[config.mk]
export PLATFORM = sky130hd
export DESIGN_NAME = jpeg_marker_frame_extractor_flat
export DESIGN_NICKNAME = d
export VERILOG_FILES = /design/src/rtl/jmfe_pkg.sv /design/src/rtl/jmfe_if.sv /design/src/rtl/jmfe_front.sv /design/src/rtl/jmfe_queue.sv /design/src/rtl/jmfe_back.sv /design/src/rtl/jpeg_marker_frame_extractor.sv /design/src/flat_wrapper.sv
export SDC_FILE = /design/constraint.sdc
export NUM_CORES = 1
export LEC_CHECK = 0
export ABC_AREA = 0
export BUFFER_PORTS_ARGS = -buffer_cell sky130_fd_sc_hd__buf_2
export CAP_MARGIN = 20
export CORE_MARGIN = 2
export CORE_UTILIZATION = 50
export CTS_CLUSTER_DIAMETER = 40
export CTS_CLUSTER_SIZE = 28
export DETAILED_ROUTE_END_ITERATION = 10
export PLACE_DENSITY_LB_ADDON = 0.25
export SLEW_MARGIN = 20
export SYNTH_ARGS = -nofsm -noshare
export SYNTH_HDL_FRONTEND = slang
export SYNTH_SLANG_ARGS = --single-unit
[constraint.sdc]
create_clock -name i_clk -period 5.9 [get_ports i_clk]
set_input_delay 0.295 -clock i_clk [delete_from_list [all_inputs] [get_ports i_clk]]
set_output_delay 0.295 -clock i_clk [all_outputs]
set_load 0.05 [all_outputs]
[src/rtl/jmfe_pkg.sv]
// Shared types, constants and command codes of the JPEG marker frame extractor.
package jmfe_pkg;

    localparam int BUF_BYTES_DEF   = 65536;
    localparam int QUEUE_DEPTH_DEF = 4;

    localparam logic [7:0] MARK_LEAD = 8'hFF;
    localparam logic [7:0] MARK_SOI  = 8'hD8;
    localparam logic [7:0] MARK_EOI  = 8'hD9;

    localparam logic [16:0] CAP_RESET = 17'd65536;
    localparam int          ADDR_SPAN = 65536;

    // Command codes passed from the front end to the back end.
    localparam logic [1:0] K_NONE  = 2'd0;
    localparam logic [1:0] K_SOI   = 2'd1;
    localparam logic [1:0] K_WRITE = 2'd2;
    localparam logic [1:0] K_DROP  = 2'd3;

    typedef struct packed {
        logic [1:0]  kind;
        logic [15:0] addr;
        logic [7:0]  data;
        logic        done;
        logic [16:0] length;
        logic [31:0] frames;
        logic [31:0] drops;
    } t_cmd;

    typedef struct packed {
        logic        write_valid;
        logic [15:0] write_address;
        logic [7:0]  write_data;
        logic        frame_done;
        logic [16:0] frame_length;
        logic        frame_dropped;
        logic [31:0] frames_total;
        logic [31:0] drops_total;
        logic        last_of_run;
    } t_out_word;

endpackage

[src/rtl/jmfe_if.sv]
// Channel interfaces: input byte stream, result stream and capacity register write.
interface jmfe_in_if;
    logic       valid;
    logic       ready;
    logic [7:0] data_byte;
    logic       new_connection;
    logic       clear_counters;

    modport source (output valid, output data_byte, output new_connection,
                    output clear_counters, input ready);
    modport sink   (input valid, input data_byte, input new_connection,
                    input clear_counters, output ready);
endinterface

interface jmfe_out_if;
    logic        valid;
    logic        ready;
    logic        write_valid;
    logic [15:0] write_address;
    logic [7:0]  write_data;
    logic        frame_done;
    logic [16:0] frame_length;
    logic        frame_dropped;
    logic [31:0] frames_total;
    logic [31:0] drops_total;
    logic        last_of_run;

    modport source (output valid, output write_valid, output write_address,
                    output write_data, output frame_done, output frame_length,
                    output frame_dropped, output frames_total, output drops_total,
                    output last_of_run, input ready);
    modport sink   (input valid, input write_valid, input write_address,
                    input write_data, input frame_done, input frame_length,
                    input frame_dropped, input frames_total, input drops_total,
                    input last_of_run, output ready);
endinterface

interface jmfe_cfg_if;
    logic        valid;
    logic        ready;
    logic [16:0] buffer_capacity;

    modport source (output valid, output buffer_capacity, input ready);
    modport sink   (input valid, input buffer_capacity, output ready);
endinterface

[src/rtl/jmfe_front.sv]
// Front end: accepts stream bytes, tracks frame state and counters, emits commands.
module jmfe_front
    import jmfe_pkg::*;
#(
    parameter int BUF_BYTES = BUF_BYTES_DEF
) (
    input  logic      i_clk,
    input  logic      i_rst_n,
    jmfe_in_if.sink   i_in,
    jmfe_cfg_if.sink  i_cfg,
    input  logic      i_push_ready,
    output logic      o_push_valid,
    output t_cmd      o_push_cmd
);

    localparam int          CAP_LIM   = (BUF_BYTES < ADDR_SPAN) ? BUF_BYTES : ADDR_SPAN;
    localparam logic [16:0] CAP_LIM_V = 17'(CAP_LIM);

    logic        r_in_frame, n_in_frame;
    logic [7:0]  r_prev;
    logic [16:0] r_fill, n_fill;
    logic [31:0] r_frames, n_frames;
    logic [31:0] r_drops, n_drops;
    logic [16:0] r_cap_eff;

    logic        accept;
    logic        cur_in_frame;
    logic [7:0]  cur_prev;
    logic [16:0] cur_fill;
    logic [16:0] fill_inc;
    logic [31:0] cur_frames;
    logic [31:0] cur_drops;
    t_cmd        cmd;

    assign i_cfg.ready = 1'b1;
    assign i_in.ready  = i_push_ready;
    assign accept      = i_in.valid && i_push_ready;

    always_comb begin
        cur_frames   = i_in.clear_counters ? 32'd0 : r_frames;
        cur_drops    = i_in.clear_counters ? 32'd0 : r_drops;
        cur_in_frame = i_in.new_connection ? 1'b0 : r_in_frame;
        cur_prev     = i_in.new_connection ? 8'd0 : r_prev;
        cur_fill     = i_in.new_connection ? 17'd0 : r_fill;
        fill_inc     = cur_fill + 17'd1;

        n_in_frame = cur_in_frame;
        n_fill     = cur_fill;
        n_frames   = cur_frames;
        n_drops    = cur_drops;

        cmd        = '0;
        cmd.kind   = K_NONE;

        if (!cur_in_frame) begin
            if (i_in.data_byte == MARK_SOI && cur_prev == MARK_LEAD) begin
                n_in_frame = 1'b1;
                n_fill     = 17'd2;
                cmd.kind   = K_SOI;
            end
        end else if (cur_fill >= r_cap_eff) begin
            n_in_frame = 1'b0;
            n_drops    = cur_drops + 32'd1;
            cmd.kind   = K_DROP;
        end else begin
            n_fill   = fill_inc;
            cmd.kind = K_WRITE;
            cmd.addr = cur_fill[15:0];
            cmd.data = i_in.data_byte;
            if (i_in.data_byte == MARK_EOI && cur_prev == MARK_LEAD) begin
                n_in_frame = 1'b0;
                n_frames   = cur_frames + 32'd1;
                cmd.done   = 1'b1;
                cmd.length = fill_inc;
            end
        end

        cmd.frames = n_frames;
        cmd.drops  = n_drops;
    end

    assign o_push_valid = accept && (cmd.kind != K_NONE);
    assign o_push_cmd   = cmd;

    always_ff @(posedge i_clk) begin
        if (!i_rst_n) begin
            r_in_frame <= 1'b0;
            r_prev     <= 8'd0;
            r_fill     <= 17'd0;
            r_frames   <= 32'd0;
            r_drops    <= 32'd0;
            r_cap_eff  <= (CAP_RESET > CAP_LIM_V) ? CAP_LIM_V : CAP_RESET;
        end else begin
            if (accept) begin
                r_in_frame <= n_in_frame;
                r_prev     <= i_in.data_byte;
                r_fill     <= n_fill;
                r_frames   <= n_frames;
                r_drops    <= n_drops;
            end
            // The saturated capacity is settled here so the byte path sees one compare.
            if (i_cfg.valid) begin
                r_cap_eff <= (i_cfg.buffer_capacity > CAP_LIM_V) ? CAP_LIM_V
                                                                  : i_cfg.buffer_capacity;
            end
        end
    end

endmodule

[src/rtl/jmfe_queue.sv]
// Short command queue between the front end and the back end.
module jmfe_queue
    import jmfe_pkg::*;
#(
    parameter int DEPTH = QUEUE_DEPTH_DEF
) (
    input  logic i_clk,
    input  logic i_rst_n,
    input  logic i_push_valid,
    input  t_cmd i_push_cmd,
    output logic o_push_ready,
    output logic o_pop_valid,
    output t_cmd o_pop_cmd,
    input  logic i_pop
);

    localparam int            AW       = $clog2(DEPTH);
    localparam logic [AW-1:0] LAST_IDX = AW'(DEPTH - 1);

    t_cmd          r_mem [DEPTH];
    logic [AW-1:0] r_wr;
    logic [AW-1:0] r_rd;
    logic [AW:0]   r_count;

    logic push;
    logic pop;

    assign o_push_ready = (r_count != (AW + 1)'(DEPTH));
    assign o_pop_valid  = (r_count != '0);
    assign o_pop_cmd    = r_mem[r_rd];
    assign push         = i_push_valid && o_push_ready;
    assign pop          = i_pop && o_pop_valid;

    always_ff @(posedge i_clk) begin
        if (push) begin
            r_mem[r_wr] <= i_push_cmd;
        end
    end

    // Pointers wrap at the last entry so any depth works, not only powers of two.
    always_ff @(posedge i_clk) begin
        if (!i_rst_n) begin
            r_wr    <= '0;
            r_rd    <= '0;
            r_count <= '0;
        end else begin
            if (push) begin
                r_wr <= (r_wr == LAST_IDX) ? '0 : r_wr + AW'(1);
            end
            if (pop) begin
                r_rd <= (r_rd == LAST_IDX) ? '0 : r_rd + AW'(1);
            end
            if (push && !pop) begin
                r_count <= r_count + (AW + 1)'(1);
            end else if (pop && !push) begin
                r_count <= r_count - (AW + 1)'(1);
            end
        end
    end

endmodule

[src/rtl/jmfe_back.sv]
// Back end: turns queued commands into result words through an output register.
module jmfe_back
    import jmfe_pkg::*;
(
    input  logic       i_clk,
    input  logic       i_rst_n,
    input  logic       i_q_valid,
    input  t_cmd       i_q_cmd,
    output logic       o_q_pop,
    jmfe_out_if.source o_out
);

    logic      r_valid;
    logic      r_pend;
    t_out_word r_word;
    t_out_word n_word;
    logic      load;

    assign load    = !r_valid || o_out.ready;
    assign o_q_pop = load && !r_pend && i_q_valid;

    always_comb begin
        n_word              = '0;
        n_word.frames_total = i_q_cmd.frames;
        n_word.drops_total  = i_q_cmd.drops;
        unique case (i_q_cmd.kind)
            K_SOI: begin
                n_word.write_valid   = 1'b1;
                n_word.write_address = 16'd0;
                n_word.write_data    = MARK_LEAD;
                n_word.last_of_run   = 1'b0;
            end
            K_DROP: begin
                n_word.frame_dropped = 1'b1;
                n_word.last_of_run   = 1'b1;
            end
            default: begin
                n_word.write_valid   = 1'b1;
                n_word.write_address = i_q_cmd.addr;
                n_word.write_data    = i_q_cmd.data;
                n_word.frame_done    = i_q_cmd.done;
                n_word.frame_length  = i_q_cmd.length;
                n_word.last_of_run   = 1'b1;
            end
        endcase
    end

    always_ff @(posedge i_clk) begin
        if (!i_rst_n) begin
            r_valid <= 1'b0;
            r_pend  <= 1'b0;
        end else if (load) begin
            if (r_pend) begin
                r_valid <= 1'b1;
                r_pend  <= 1'b0;
            end else begin
                r_valid <= i_q_valid;
                r_pend  <= i_q_valid && (i_q_cmd.kind == K_SOI);
            end
        end
    end

    // The second start-of-image word keeps the counts of the first one.
    always_ff @(posedge i_clk) begin
        if (load) begin
            if (r_pend) begin
                r_word.write_address <= 16'd1;
                r_word.write_data    <= MARK_SOI;
                r_word.last_of_run   <= 1'b1;
            end else if (i_q_valid) begin
                r_word <= n_word;
            end
        end
    end

    assign o_out.valid         = r_valid;
    assign o_out.write_valid   = r_word.write_valid;
    assign o_out.write_address = r_word.write_address;
    assign o_out.write_data    = r_word.write_data;
    assign o_out.frame_done    = r_word.frame_done;
    assign o_out.frame_length  = r_word.frame_length;
    assign o_out.frame_dropped = r_word.frame_dropped;
    assign o_out.frames_total  = r_word.frames_total;
    assign o_out.drops_total   = r_word.drops_total;
    assign o_out.last_of_run   = r_word.last_of_run;

endmodule

[src/rtl/jpeg_marker_frame_extractor.sv]
// Top level of the JPEG marker frame extractor: front end, command queue, back end.
//
//  channel   modport  payload                                          word moves when
//  i_in      sink     data_byte, new_connection, clear_counters         valid & ready
//  o_out     source   write and frame fields, counters, last_of_run     valid & ready
//  i_cfg     sink     buffer_capacity                                   valid & ready
//
// One input byte is accepted per cycle; ready drops only when the command queue is full.
// A start-of-image byte yields two result words, so the back end presents both before
// it pops the next command; the queue absorbs that hold. A result word passes through
// the command queue and the back end's output register. Reset (synchronous, active low)
// clears frame state, counters and the queue and sets the capacity to 65536, or to
// BUF_BYTES if that is smaller. Output stalls hold the word.
module jpeg_marker_frame_extractor
    import jmfe_pkg::*;
#(
    parameter int BUF_BYTES   = BUF_BYTES_DEF,
    parameter int QUEUE_DEPTH = QUEUE_DEPTH_DEF
) (
    input  logic       i_clk,
    input  logic       i_rst_n,
    jmfe_in_if.sink    i_in,
    jmfe_cfg_if.sink   i_cfg,
    jmfe_out_if.source o_out
);

    logic push_valid;
    logic push_ready;
    t_cmd push_cmd;
    logic pop_valid;
    t_cmd pop_cmd;
    logic pop;

    jmfe_front #(
        .BUF_BYTES (BUF_BYTES)
    ) u_front (
        .i_clk        (i_clk),
        .i_rst_n      (i_rst_n),
        .i_in         (i_in),
        .i_cfg        (i_cfg),
        .i_push_ready (push_ready),
        .o_push_valid (push_valid),
        .o_push_cmd   (push_cmd)
    );

    jmfe_queue #(
        .DEPTH (QUEUE_DEPTH)
    ) u_queue (
        .i_clk        (i_clk),
        .i_rst_n      (i_rst_n),
        .i_push_valid (push_valid),
        .i_push_cmd   (push_cmd),
        .o_push_ready (push_ready),
        .o_pop_valid  (pop_valid),
        .o_pop_cmd    (pop_cmd),
        .i_pop        (pop)
    );

    jmfe_back u_back (
        .i_clk     (i_clk),
        .i_rst_n   (i_rst_n),
        .i_q_valid (pop_valid),
        .i_q_cmd   (pop_cmd),
        .o_q_pop   (pop),
        .o_out     (o_out)
    );

`ifndef SYNTHESIS
    // A word without a buffer write can only be a drop report, and it ends its run.
    a_nowrite_is_drop: assert property (@(posedge i_clk) disable iff (!i_rst_n)
        (o_out.valid && !o_out.write_valid) |-> (o_out.frame_dropped && o_out.last_of_run))
        else $error("result without write is not a drop report");

    // A completed frame reports a length one past the address of its last byte.
    a_done_length: assert property (@(posedge i_clk) disable iff (!i_rst_n)
        (o_out.valid && o_out.frame_done) |->
            (o_out.write_valid && o_out.last_of_run &&
             o_out.frame_length == {1'b0, o_out.write_address} + 17'd1))
        else $error("frame length does not match final address");

    // The first start-of-image word is followed at once by the write to address 1.
    a_soi_pair: assert property (@(posedge i_clk) disable iff (!i_rst_n)
        (o_out.valid && o_out.ready && !o_out.last_of_run) |=>
            (o_out.valid && o_out.write_address == 16'd1 &&
             o_out.write_data == MARK_SOI && o_out.last_of_run))
        else $error("start-of-image pair broken");
`endif

endmodule
[src/flat_wrapper.sv]
// flat-port wrapper written by rule: the top's interface ports become plain ports
module jpeg_marker_frame_extractor_flat import jmfe_pkg::*;
#(
    parameter int BUF_BYTES   = BUF_BYTES_DEF,
    parameter int QUEUE_DEPTH = QUEUE_DEPTH_DEF
)
  (i_clk, i_rst_n, i_in_valid, i_in_data_byte, i_in_new_connection, i_in_clear_counters, i_in_ready, i_cfg_valid, i_cfg_buffer_capacity, i_cfg_ready, o_out_valid, o_out_write_valid, o_out_write_address, o_out_write_data, o_out_frame_done, o_out_frame_length, o_out_frame_dropped, o_out_frames_total, o_out_drops_total, o_out_last_of_run, o_out_ready);
  jmfe_in_if i_in_i ();
  jmfe_cfg_if i_cfg_i ();
  jmfe_out_if o_out_i ();
  input  logic i_clk;
  input  logic i_rst_n;
  input wire logic [$bits(i_in_i.valid)-1:0] i_in_valid;
  input wire logic [$bits(i_in_i.data_byte)-1:0] i_in_data_byte;
  input wire logic [$bits(i_in_i.new_connection)-1:0] i_in_new_connection;
  input wire logic [$bits(i_in_i.clear_counters)-1:0] i_in_clear_counters;
  output wire logic [$bits(i_in_i.ready)-1:0] i_in_ready;
  input wire logic [$bits(i_cfg_i.valid)-1:0] i_cfg_valid;
  input wire logic [$bits(i_cfg_i.buffer_capacity)-1:0] i_cfg_buffer_capacity;
  output wire logic [$bits(i_cfg_i.ready)-1:0] i_cfg_ready;
  output wire logic [$bits(o_out_i.valid)-1:0] o_out_valid;
  output wire logic [$bits(o_out_i.write_valid)-1:0] o_out_write_valid;
  output wire logic [$bits(o_out_i.write_address)-1:0] o_out_write_address;
  output wire logic [$bits(o_out_i.write_data)-1:0] o_out_write_data;
  output wire logic [$bits(o_out_i.frame_done)-1:0] o_out_frame_done;
  output wire logic [$bits(o_out_i.frame_length)-1:0] o_out_frame_length;
  output wire logic [$bits(o_out_i.frame_dropped)-1:0] o_out_frame_dropped;
  output wire logic [$bits(o_out_i.frames_total)-1:0] o_out_frames_total;
  output wire logic [$bits(o_out_i.drops_total)-1:0] o_out_drops_total;
  output wire logic [$bits(o_out_i.last_of_run)-1:0] o_out_last_of_run;
  input wire logic [$bits(o_out_i.ready)-1:0] o_out_ready;
  assign i_in_i.valid = i_in_valid;
  assign i_in_i.data_byte = i_in_data_byte;
  assign i_in_i.new_connection = i_in_new_connection;
  assign i_in_i.clear_counters = i_in_clear_counters;
  assign i_in_ready = i_in_i.ready;
  assign i_cfg_i.valid = i_cfg_valid;
  assign i_cfg_i.buffer_capacity = i_cfg_buffer_capacity;
  assign i_cfg_ready = i_cfg_i.ready;
  assign o_out_valid = o_out_i.valid;
  assign o_out_write_valid = o_out_i.write_valid;
  assign o_out_write_address = o_out_i.write_address;
  assign o_out_write_data = o_out_i.write_data;
  assign o_out_frame_done = o_out_i.frame_done;
  assign o_out_frame_length = o_out_i.frame_length;
  assign o_out_frame_dropped = o_out_i.frame_dropped;
  assign o_out_frames_total = o_out_i.frames_total;
  assign o_out_drops_total = o_out_i.drops_total;
  assign o_out_last_of_run = o_out_i.last_of_run;
  assign o_out_i.ready = o_out_ready;
  jpeg_marker_frame_extractor #(.BUF_BYTES(BUF_BYTES), .QUEUE_DEPTH(QUEUE_DEPTH)) u_core (.i_clk(i_clk), .i_rst_n(i_rst_n), .i_in(i_in_i), .i_cfg(i_cfg_i), .o_out(o_out_i));
endmodule
Word-level counts from Yosys, hierarchy flattened
Memory sizes are Yosys's and may differ from the RTL's. A register that Yosys moved wholly into a read port is not among the register bits.
Cells that the tools add are included.
{"block": "totals", "word_cells": 101, "output_inout_bits": 112, "mem_count": 1, "reg_bits": 225, "ram_bits": 432}
{"memory": "u_core.u_queue.r_mem", "depth": 4, "word_bits": 108, "read_ports": 1, "rd_ports_with_merged_regs": 1, "wr": 1, "line_no": "jmfe_queue.sv:20", "source": "t_cmd r_mem [DEPTH];"}
{"block": "op_classes", "mux": 39, "order_cmp": 2, "n_reduce_logical": 23, "eq_ne": 8, "n_bitwise": 1, "addsub": 7}
{"operator": "32-bit 2-to-1 mux", "n": 7}
{"operator": "108-bit 2-to-1 mux", "n": 1}
{"operator": "17-bit 2-to-1 mux", "n": 5}
{"operator": "42-bit 2-to-1 mux", "n": 2}
{"operator": "32-bit by 1-bit adder with 32-bit output, second input constant", "n": 2}
{"operator": "25-bit one-hot mux with 2 select lines", "n": 1}
{"operator": "18-bit 2-to-1 mux", "n": 2}
{"operator": "8-bit equality test, second input constant", "n": 3}
{"operator": "17-bit by 1-bit adder with 17-bit output, second input constant", "n": 1}
{"operator": "17-bit >= comparator", "n": 1}
{"operator": "17-bit > comparator, second input constant", "n": 1}
{"operator": "1-bit 2-to-1 mux", "n": 13}
{"operator": "1-bit logical AND", "n": 11}
{"operator": "2-bit 2-to-1 mux", "n": 5}
{"operator": "8-bit 2-to-1 mux", "n": 1}
{"operator": "2-bit equality test, second input constant", "n": 3}
{"operator": "3-bit 2-to-1 mux", "n": 2}
{"operator": "2-bit nonzero test", "n": 3}
{"operator": "2-bit by 1-bit adder with 2-bit output, second input constant", "n": 2}
{"operator": "1-bit zero test", "n": 4}
{"operator": "3-bit by 1-bit adder with 3-bit output, second input constant", "n": 1}
{"operator": "3-bit != test, second input constant", "n": 1}
{"operator": "3-bit AND reduction", "n": 1}
{"operator": "3-bit nonzero test", "n": 1}
{"operator": "other kinds (6)", "n": 6}

Logic depth before layout (Yosys ltp)
Gate-level depths: netlist (run 1).
{"block": "depth", "depth_word": 12, "mapped_depth": 15}

By module
Synthesis (run 1) repeated with hierarchy kept, for this count alone.
{"block": "hier_totals", "cells_unflattened": 1916, "area_unflattened_um2": 27861.7}
{"module": "jmfe_queue", "cells_each": 615, "seq_area_each_um2": 13152.6, "instances": 1, "area_each_um2": 16036.6}
{"module": "jmfe_front", "cells_each": 1113, "seq_area_each_um2": 2142.1, "instances": 1, "area_each_um2": 8029.0}
{"module": "jmfe_back", "cells_each": 188, "seq_area_each_um2": 3313.2, "instances": 1, "area_each_um2": 3796.1}

Worst setup path before layout (run 1)
OpenSTA, ideal clock, no wires.
{"block": "synth_path", "path_kind": "register to register", "start": "register u_core.u_queue.r_count[0]", "end": "memory u_core.u_queue.r_mem[0][0] (netlist name) (enable)", "path_buffers": 2, "setup_time_ns": 0.480, "synth_period_minus_slack_ns": 4.632, "path_slack_ns": 1.268, "arrival_time_ns": 4.152, "path_stages_with_launch": 7, "cell_sequence": "dfxtp_1 > nor2_1 > nand2_1 > and2_1 > clkbuf_1 > clkbuf_1 > and3_1"}
{"block": "synth_via", "elab_chain_cells": 6}
{"item": "from (decl)", "line_no": "jmfe_queue.sv:23", "source": "logic [AW:0] r_count;"}
{"item": "from (signal assigned)", "line_no": "jmfe_queue.sv:54", "source": "r_count <= r_count + (AW + 1)'(1);"}
{"item": "from (signal assigned)", "line_no": "jmfe_queue.sv:56", "source": "r_count <= r_count - (AW + 1)'(1);"}
{"item": "3-bit != test *", "line_no": "jmfe_queue.sv:28", "source": "assign o_push_ready = (r_count != (AW + 1)'(DEPTH));"}
{"item": "via i_in_ready", "line_no": "flat_wrapper.sv:17", "source": "output wire logic [$bits(i_in_i.ready)-1:0] i_in_ready;"}
{"item": "1-bit logical AND", "line_no": "jmfe_front.sv:37", "source": "assign accept = i_in.valid && i_push_ready;"}
{"item": "1-bit logical AND", "line_no": "jmfe_front.sv:82", "source": "assign o_push_valid = accept && (cmd.kind != K_NONE);"}
{"item": "1-bit logical AND *", "line_no": "jmfe_queue.sv:31", "source": "assign push = i_push_valid && o_push_ready;"}
{"item": "1-bit 2-to-1 mux *", "line_no": "jmfe_queue.sv:35", "source": "if (push) begin"}
{"item": "1-bit 2-to-1 mux (not written as such) *", "line_no": "jmfe_queue.sv:36", "source": "r_mem[r_wr] <= i_push_cmd;"}
{"item": "to (decl)", "line_no": "jmfe_queue.sv:20"}
Mark *: on every way through the listed nets, which the timed path passes. The rest lies on a longest branch.

==> results of run 1 <==
[sequential cells by signal, summed over array words and instances (netlist names), 2 cells and up, named ones only]
register,flops
u_core.u_back.o_out.drops_total,32
u_core.u_back.o_out.frame_length,17
u_core.u_back.o_out.frames_total,32
u_core.u_back.o_out.write_address,16
u_core.u_back.o_out.write_data,8
u_core.u_front.r_cap_eff,17
u_core.u_front.r_drops,32
u_core.u_front.r_fill,17
u_core.u_front.r_frames,32
u_core.u_front.r_prev,8
u_core.u_queue.r_count,3
u_core.u_queue.r_mem,432
u_core.u_queue.r_rd,2
u_core.u_queue.r_wr,2
[routing by layer]
layer | track usage [%] | up-vias | wire length (um)
met5 | 0 | - | 0
met3 | 3.563 | 95 | 3600
met4 | 7.292 | 0 | 1406
met2 | 34.96 | 552 | 29430
li1 | - | 7618 | -
met1 | 31.97 | 8615 | 28290
[final cells by class]
type	instances	area, um2	share of cell area, %
Tap cell	696	870.8	2.711
Clock buffer	95	2217	6.903
Inverter	41	155.1	0.4831
Antenna cell	1	2.502	0.007791
Timing Repair Buffer	193	1219	3.794
Clock inverter	63	724.4	2.256
Multi-Input combinational cell	1063	8313	25.88
Sequential cell	659	18620	57.96
[worst reg2reg max path: cells and delay by family (launching register included)]
kind / cells / cell delay [ns]
simple gates: 4 / 2.09
fa+ha+maj: 1 / 0.24
buf+inv: 2 / 0.39
compound gates: 4 / 0.97
flops: 1 / 0.42
[kinds of logic (layout without fill, tap and decap cells)]
kind of cell,after synthesis,count (layout)
AOI/OAI and AO/OA,272,272
xor gates and xnor gates,54,54
adders and majority gates,27,27
buffers and inverters,153,392
DFF,659,659
muxes,116,116
other,1,2
and+or+nand+nor,593,593
[report_power, final]
group	total, mW	leakage, nW	internal (mW)	switching [mW]
registers	5.78	5.96	5.60	0.180
logic	3.26	3.49	0.887	2.37
clock network	5.22	1.40	3.08	2.14
[worst min path at each step]
| stage | startpoint | end | slack (ns) |
|---|---|---|---|
| after global routing | o_out_ready | u_core.u_back.o_out.valid | 0.1 |
| after floorplan | i_cfg_buffer_capacity[16] | u_core.u_front.r_cap_eff[16] | 0.43 |
| after detailed placement | u_core.u_front.r_prev[6] | u_core.u_front.r_prev[6] | 0.45 |
| after global placement | u_core.u_front.r_prev[6] | u_core.u_front.r_prev[6] | 0.44 |
| after CTS | o_out_ready | u_core.u_back.o_out.valid | 0.05 |
| final | o_out_ready | u_core.u_back.o_out.valid | 0.09 |
[cell usage after synthesis, types with 18 or more instances]
library cell  instances
buf_1                20
and3_1               47
nand2_1             130
mux4_2              108
or3_1                24
o21ai_1              27
dfxtp_1             118
xnor2_1              36
nor2_1              118
ha_1                 26
nor2b_1              76
a31oi_1              37
nor3_1               22
nand3_1              60
or4_1                23
edfxtp_1            541
nand4_1              20
inv_1                38
xor2_1               18
clkbuf_1             87
a21oi_1              68
[stage by stage]
stage	cells	power, mW	utilization [%]
CTS	2810	14.41	59.32
detailed placement	2627	9.159	53.42
global placement	2627	9.143	53.42
global route	2810	14.77	59.33
floorplan	1875	8.357	-
finish	2811	14.26	59.33
[cells in the final DEF (no fill, tap or decap), types with 7 or more instances in the layout]
cell,netlist,layout
o2bb2ai_1,8,8
o21a_1,11,11
nand2_1,130,129
xnor2_1,36,36
nand4_1,20,20
o21bai_1,7,7
a21oi_1,68,68
clkinvlp_4,0,11
mux4_2,108,108
nor3_1,22,22
dlygate4sd3_1,0,25
o211ai_1,17,17
nand3_1,60,60
inv_8,0,12
and2_1,16,16
o31ai_1,7,7
mux2i_1,8,8
a31oi_1,37,37
or4_1,23,23
o21ai_1,27,27
buf_2,3,142
clkbuf_1,87,7
clkbuf_16,0,87
clkinv_8,0,8
a2bb2oi_1,16,16
nor2_1,118,117
edfxtp_1,541,541
nand4b_1,7,7
inv_1,38,37
buf_4,1,21
ha_1,26,26
and3_1,47,43
nor4_1,16,16
nor2b_1,76,76
o21ai_0,13,13
xor2_1,18,18
inv_6,0,13
or3_1,24,24
dfxtp_1,118,116
nand2b_1,10,10
[repair_timing]
| item | in CTS | in global routing |
|---|---|---|
| endpoints found under the hold margin | 25 | 0 |
| setup endpoints to repair | 0 | 0 |
| gates resized for setup | 0 | 0 |
| hold buffers | 25 | 0 |
==> reports/metrics.cfg, run 1 <==
[place]
gp_congestion=0.8492
port_buffers=142
dpl_cell_area_um2=28920
post-place-ws_ns=1.256
place_hpwl_um=37910

[grt]
antenna_found_initial=2
grt_pass1_wl_um=96510
grt_util_all_layers_pct=22.24
grt_max_degree=87
grt-ovfl-total=0
grt_pass1_vias=16710

[critical_path]
critPathLaunchType=register
crit_path_end_kind=register
crit_path_end=u_core.u_queue.r_mem[3][37]
slowest_stage=or4_1
crit_family=simple AND/OR/NAND/NOR gates
path_class=register to register
rr_endpoint=u_core.u_queue.r_mem[3][37]
cp.required_ns=6.32
rrSetupSlack_ns=1.61
cp.arrival_ns=4.71
cp.depth=11
slowest_delay_ns=0.74
cp-startpoint=u_core.u_front.r_fill[12]
rr_startpoint=u_core.u_front.r_fill[12]
crit_fanout=22
cp_num_buf_inv=2
r2r_cells=11
crit_chain=nand2b_1, inv_1, ha_1, a211oi_1, o21a_1, or2_0, a21boi_1, buf_4, nand3_1, or4_1, a21oi_1

[final_layout]
fill_cells=4043
final_nets=2101
finalInstanceArea_um2=32120
area_growth_pct=16.87
drive_gt1_share_pct=20.96

[synthesis]
synth_top_family_by_area=simple AND/OR/NAND/NOR gates
syn_avg_cell_area_um2=14.66
ys_types=80
muxShareOfSynthArea_pct=9.142
ys_seq_area_share_pct=67.71
netlist_area_um2=27480
async_reset_ff_share_pct=0
yosys-top-cells-area=edfxtp_1 (59%), mux4_2 (8.9%), dfxtp_1 (8.6%), nand2_1 (1.8%), nor2b_1 (1.7%)
synthesis.instances=1875
yosys.area_share.simple_pct=11.28
yosys_warnings=0
synth_top_area_cell=edfxtp_1
synth-seq-cells=659
ys.flop_type=edfxtp_1
synth_fa_ha_area_share_pct=1.257
synth_edf_count=541
synthesis.nets=1934
synth_top_area_share_pct=59.11
synth_xor_xnor_area_share_pct=1.721
synth_compound_area_share_pct=6.734

[sta]
fin_crit_sh_pct=72.71
setup_viol=0
finalClockSkew_ns=0.02292
final_hold_viol_count=0
max_freq_mhz=233.1
tns_ns=0
final-max-slew-violation-count=0
worstMarginPinSlew_ns=0.9967
max_slew_margin_pct=32.94
rsz0062_at_grt=no
period_minus_slack_ns=4.290
worst_slack_ns=1.610
whs_ns=0.08681

[status]
status=completed

[floorplanning]
die-area_um2=56850
num_rows=85
start_util_pct=50.77
pin_count=144
die_w_um=238.4
fp.coreArea_um2=54130
dieHeight_um=238.4

[clock_network]
cts_tree=done
clockBufferDepth=3
root_buffer=clkbuf_16
cts-htree-levels=3
clkTransAtPathRegs_ns=0.06
insertion_delay_ns=0.63
cts_buffers=84
cts_sinks=659
cts_setup_buffers=0

[detailed_routing]
drtIter0Drc=1486
drc=0
ant_nets=0
drt-vias-per-instance=6.005
wl_um=62730
vias=16880
drt_first_pass_iters=7
routedWlPerCell_um=22.32

[run]
maxCapViolations=0

[hold_path]
hold_path.class=primary input to register
hold_path_depth=4

[pwr]
peakVddDrop_uv=255.7
p_leak_nw=10.86
pwr_density_cell_nw_per_um2=444.1

Power figures use the tool's default switching activity.
==> run 2: changes to the inputs <==
==> constraint.sdc (replaced) <==
create_clock -name i_clk -period 4.2 [get_ports i_clk]
set_input_delay 0.21 -clock i_clk [delete_from_list [all_inputs] [get_ports i_clk]]
set_output_delay 0.21 -clock i_clk [all_outputs]
set_load 0.05 [all_outputs]
==> run 2 against run 1 <==
Net effect: sequential share of layout area down 0.86 points; global-route usage down 0.11 points; critical path type unchanged; highest routed layer unchanged; design area up 1.5%; critical endpoint is now u_core.u_queue.r_mem[0][60]; largest power group unchanged.
==> reports/metrics.cfg, run 2 (synthesis results as in run 1) <==
[run]
maxCapViolations=0

[sta]
fin_crit_sh_pct=86.57
max_slew_margin_pct=34.41
rsz0062_at_grt=no
setup_viol=0
finalClockSkew_ns=0.03168
worstMarginPinSlew_ns=0.9838
period_minus_slack_ns=3.636
final-max-slew-violation-count=0
final_hold_viol_count=0
max_freq_mhz=275.0
tns_ns=0

[critical_path]
crit_fanout=24
path_class=register to register
crit_family=simple AND/OR/NAND/NOR gates
crit_path_end_kind=register
cp.required_ns=4.60
r2r_cells=9
critPathLaunchType=register
slowest_delay_ns=0.57
slowest_stage=or4_1
cp.depth=9
cp_num_buf_inv=0
cp.arrival_ns=4.03
crit_chain=nor2b_1, ha_1, nand3_1, or3_1, or4_4, a211oi_4, nand3_4, or4_1, a21oi_1

[pwr]
swShare_pct=32.82
peakVddDrop_uv=400.3
combPwrFrac_pct=22.4
pwr_density_cell_nw_per_um2=629.9
p_leak_nw=11.15
p_int_mw=13.79
seqPwrFrac_pct=39.3
clock_power_share_pct=38.2
netSwitchingPower_mw=6.739

[clock_network]
cts-htree-levels=3
post_cts_resized=0
cts_sinks=659
insertion_delay_ns=0.64
ctsHoldBuffers=27
cts_buffers=88
cts_setup_buffers=0
cts_tree=done
root_buffer=clkbuf_16
clkTransAtPathRegs_ns=0.07
clockBufferDepth=3

[grt]
grt_util_all_layers_pct=22.13
grt_pass1_wl_um=96510
grt_max_degree=83
grt-ovfl-total=0
antenna_found_initial=1
grt_pass1_vias=16530

[floorplanning]
start_util_pct=50.77
pin_count=144
die_w_um=238.4
num_rows=85
fp.coreArea_um2=54130
die-area_um2=56850
dieHeight_um=238.4

[detailed_routing]
routedWlPerCell_um=21.96
ant_nets=0
drtIter0Drc=1606
wl_um=62400
drt_first_pass_iters=5
vias=16980
drt-vias-per-instance=5.974
drc=0

[place]
gp_congestion=0.9018
place_hpwl_um=38490
port_buffers=142

[final_layout]
drive_gt1_share_pct=22.28
largest_reg_flops=432
final_common_cell=edfxtp_1
final_nets=2129
final_cell_mix=edfxtp_1 (541), buf_2 (142), nand2_1 (129)
final_util_pct=60.22
area_growth_pct=18.63
largest-register=u_core.u_queue.r_mem

[hold_path]
hold_path.class=primary input to register
hold_path_depth=4

[status]
status=completed

==> run 2: changes by cell type in the layout (fill, tap and decap cells not counted), sizes merged <==
cell,delta
buf,+22
bufinv,-2
clkbuf,+8
clkinv,-6
inv,+13
dlygate4sd3,+2
clkinvlp,-6
==> run 2: area by class of cell <==
class	instances	area, um2
antenna	1	2.502
clock buffer	103	2449
clock inverter	62	740.7
fill	3962	21530
inverter	41	155.1
multi-input combinational	1063	8313
sequential	659	18620
tap	696	870.8
timing repair buffer	217	1454
==> run 2: worst paths after layout <==
path | from | to | slack, ns
min reg2reg | u_core.u_front.r_prev[6] | u_core.u_front.r_prev[6] | 0.46
max reg2reg | u_core.u_front.r_frames[0] | u_core.u_queue.r_mem[0][60] | 0.56
max | u_core.u_front.r_frames[0] | u_core.u_queue.r_mem[0][60] | 0.56
min | o_out_ready | u_core.u_back.o_out.valid | 0.04
==> run 2: through the flow <==
stage	power [mW]	std cells	area, um2	hold WS, ns	worst slack [ns]
4_1_cts	20.74	2841	32590	0.004709	0.5705
3_3_place_gp	12.81	2649	29130	0.4425	0.5232
3_5_place_dp	12.85	2649	29130	0.4560	0.3837
2_1_floorplan	11.74	1875	27490	0.3404	0.4618
6_report	20.53	2842	32600	0.04040	0.5641
5_1_grt	21.24	2841	32600	0.04335	0.3354
==> run 2: routing by layer <==
layer	vias up	track usage (%)	part of all wire, %
met5	-	0	0
met4	0	6.402	1.7
met3	76	3.552	5.9
met2	554	34.85	48
met1	8665	32.12	45
li1	7684	-	-
==> run 2: worst register-to-register path: cells and delay by family (launching register included) <==
kind                     cells  cell delay, ns
AO/OA/AOI/OAI                2            0.68
adder cells (fa/ha/maj)      1            0.25
AND/OR/NAND/NOR              6            2.13
flip-flops                   1            0.36
==> run 2: power groups by stage <==
stage          Clock, mW  Sequential (mW)  Combinational [mW]
6_report            7.85             8.08                4.60
5_1_grt             8.25             8.15                4.84
4_1_cts             7.98             8.09                4.67
3_5_place_dp           0             8.22                4.63
3_3_place_gp           0             8.21                4.60
2_1_floorplan          0             10.1                1.61
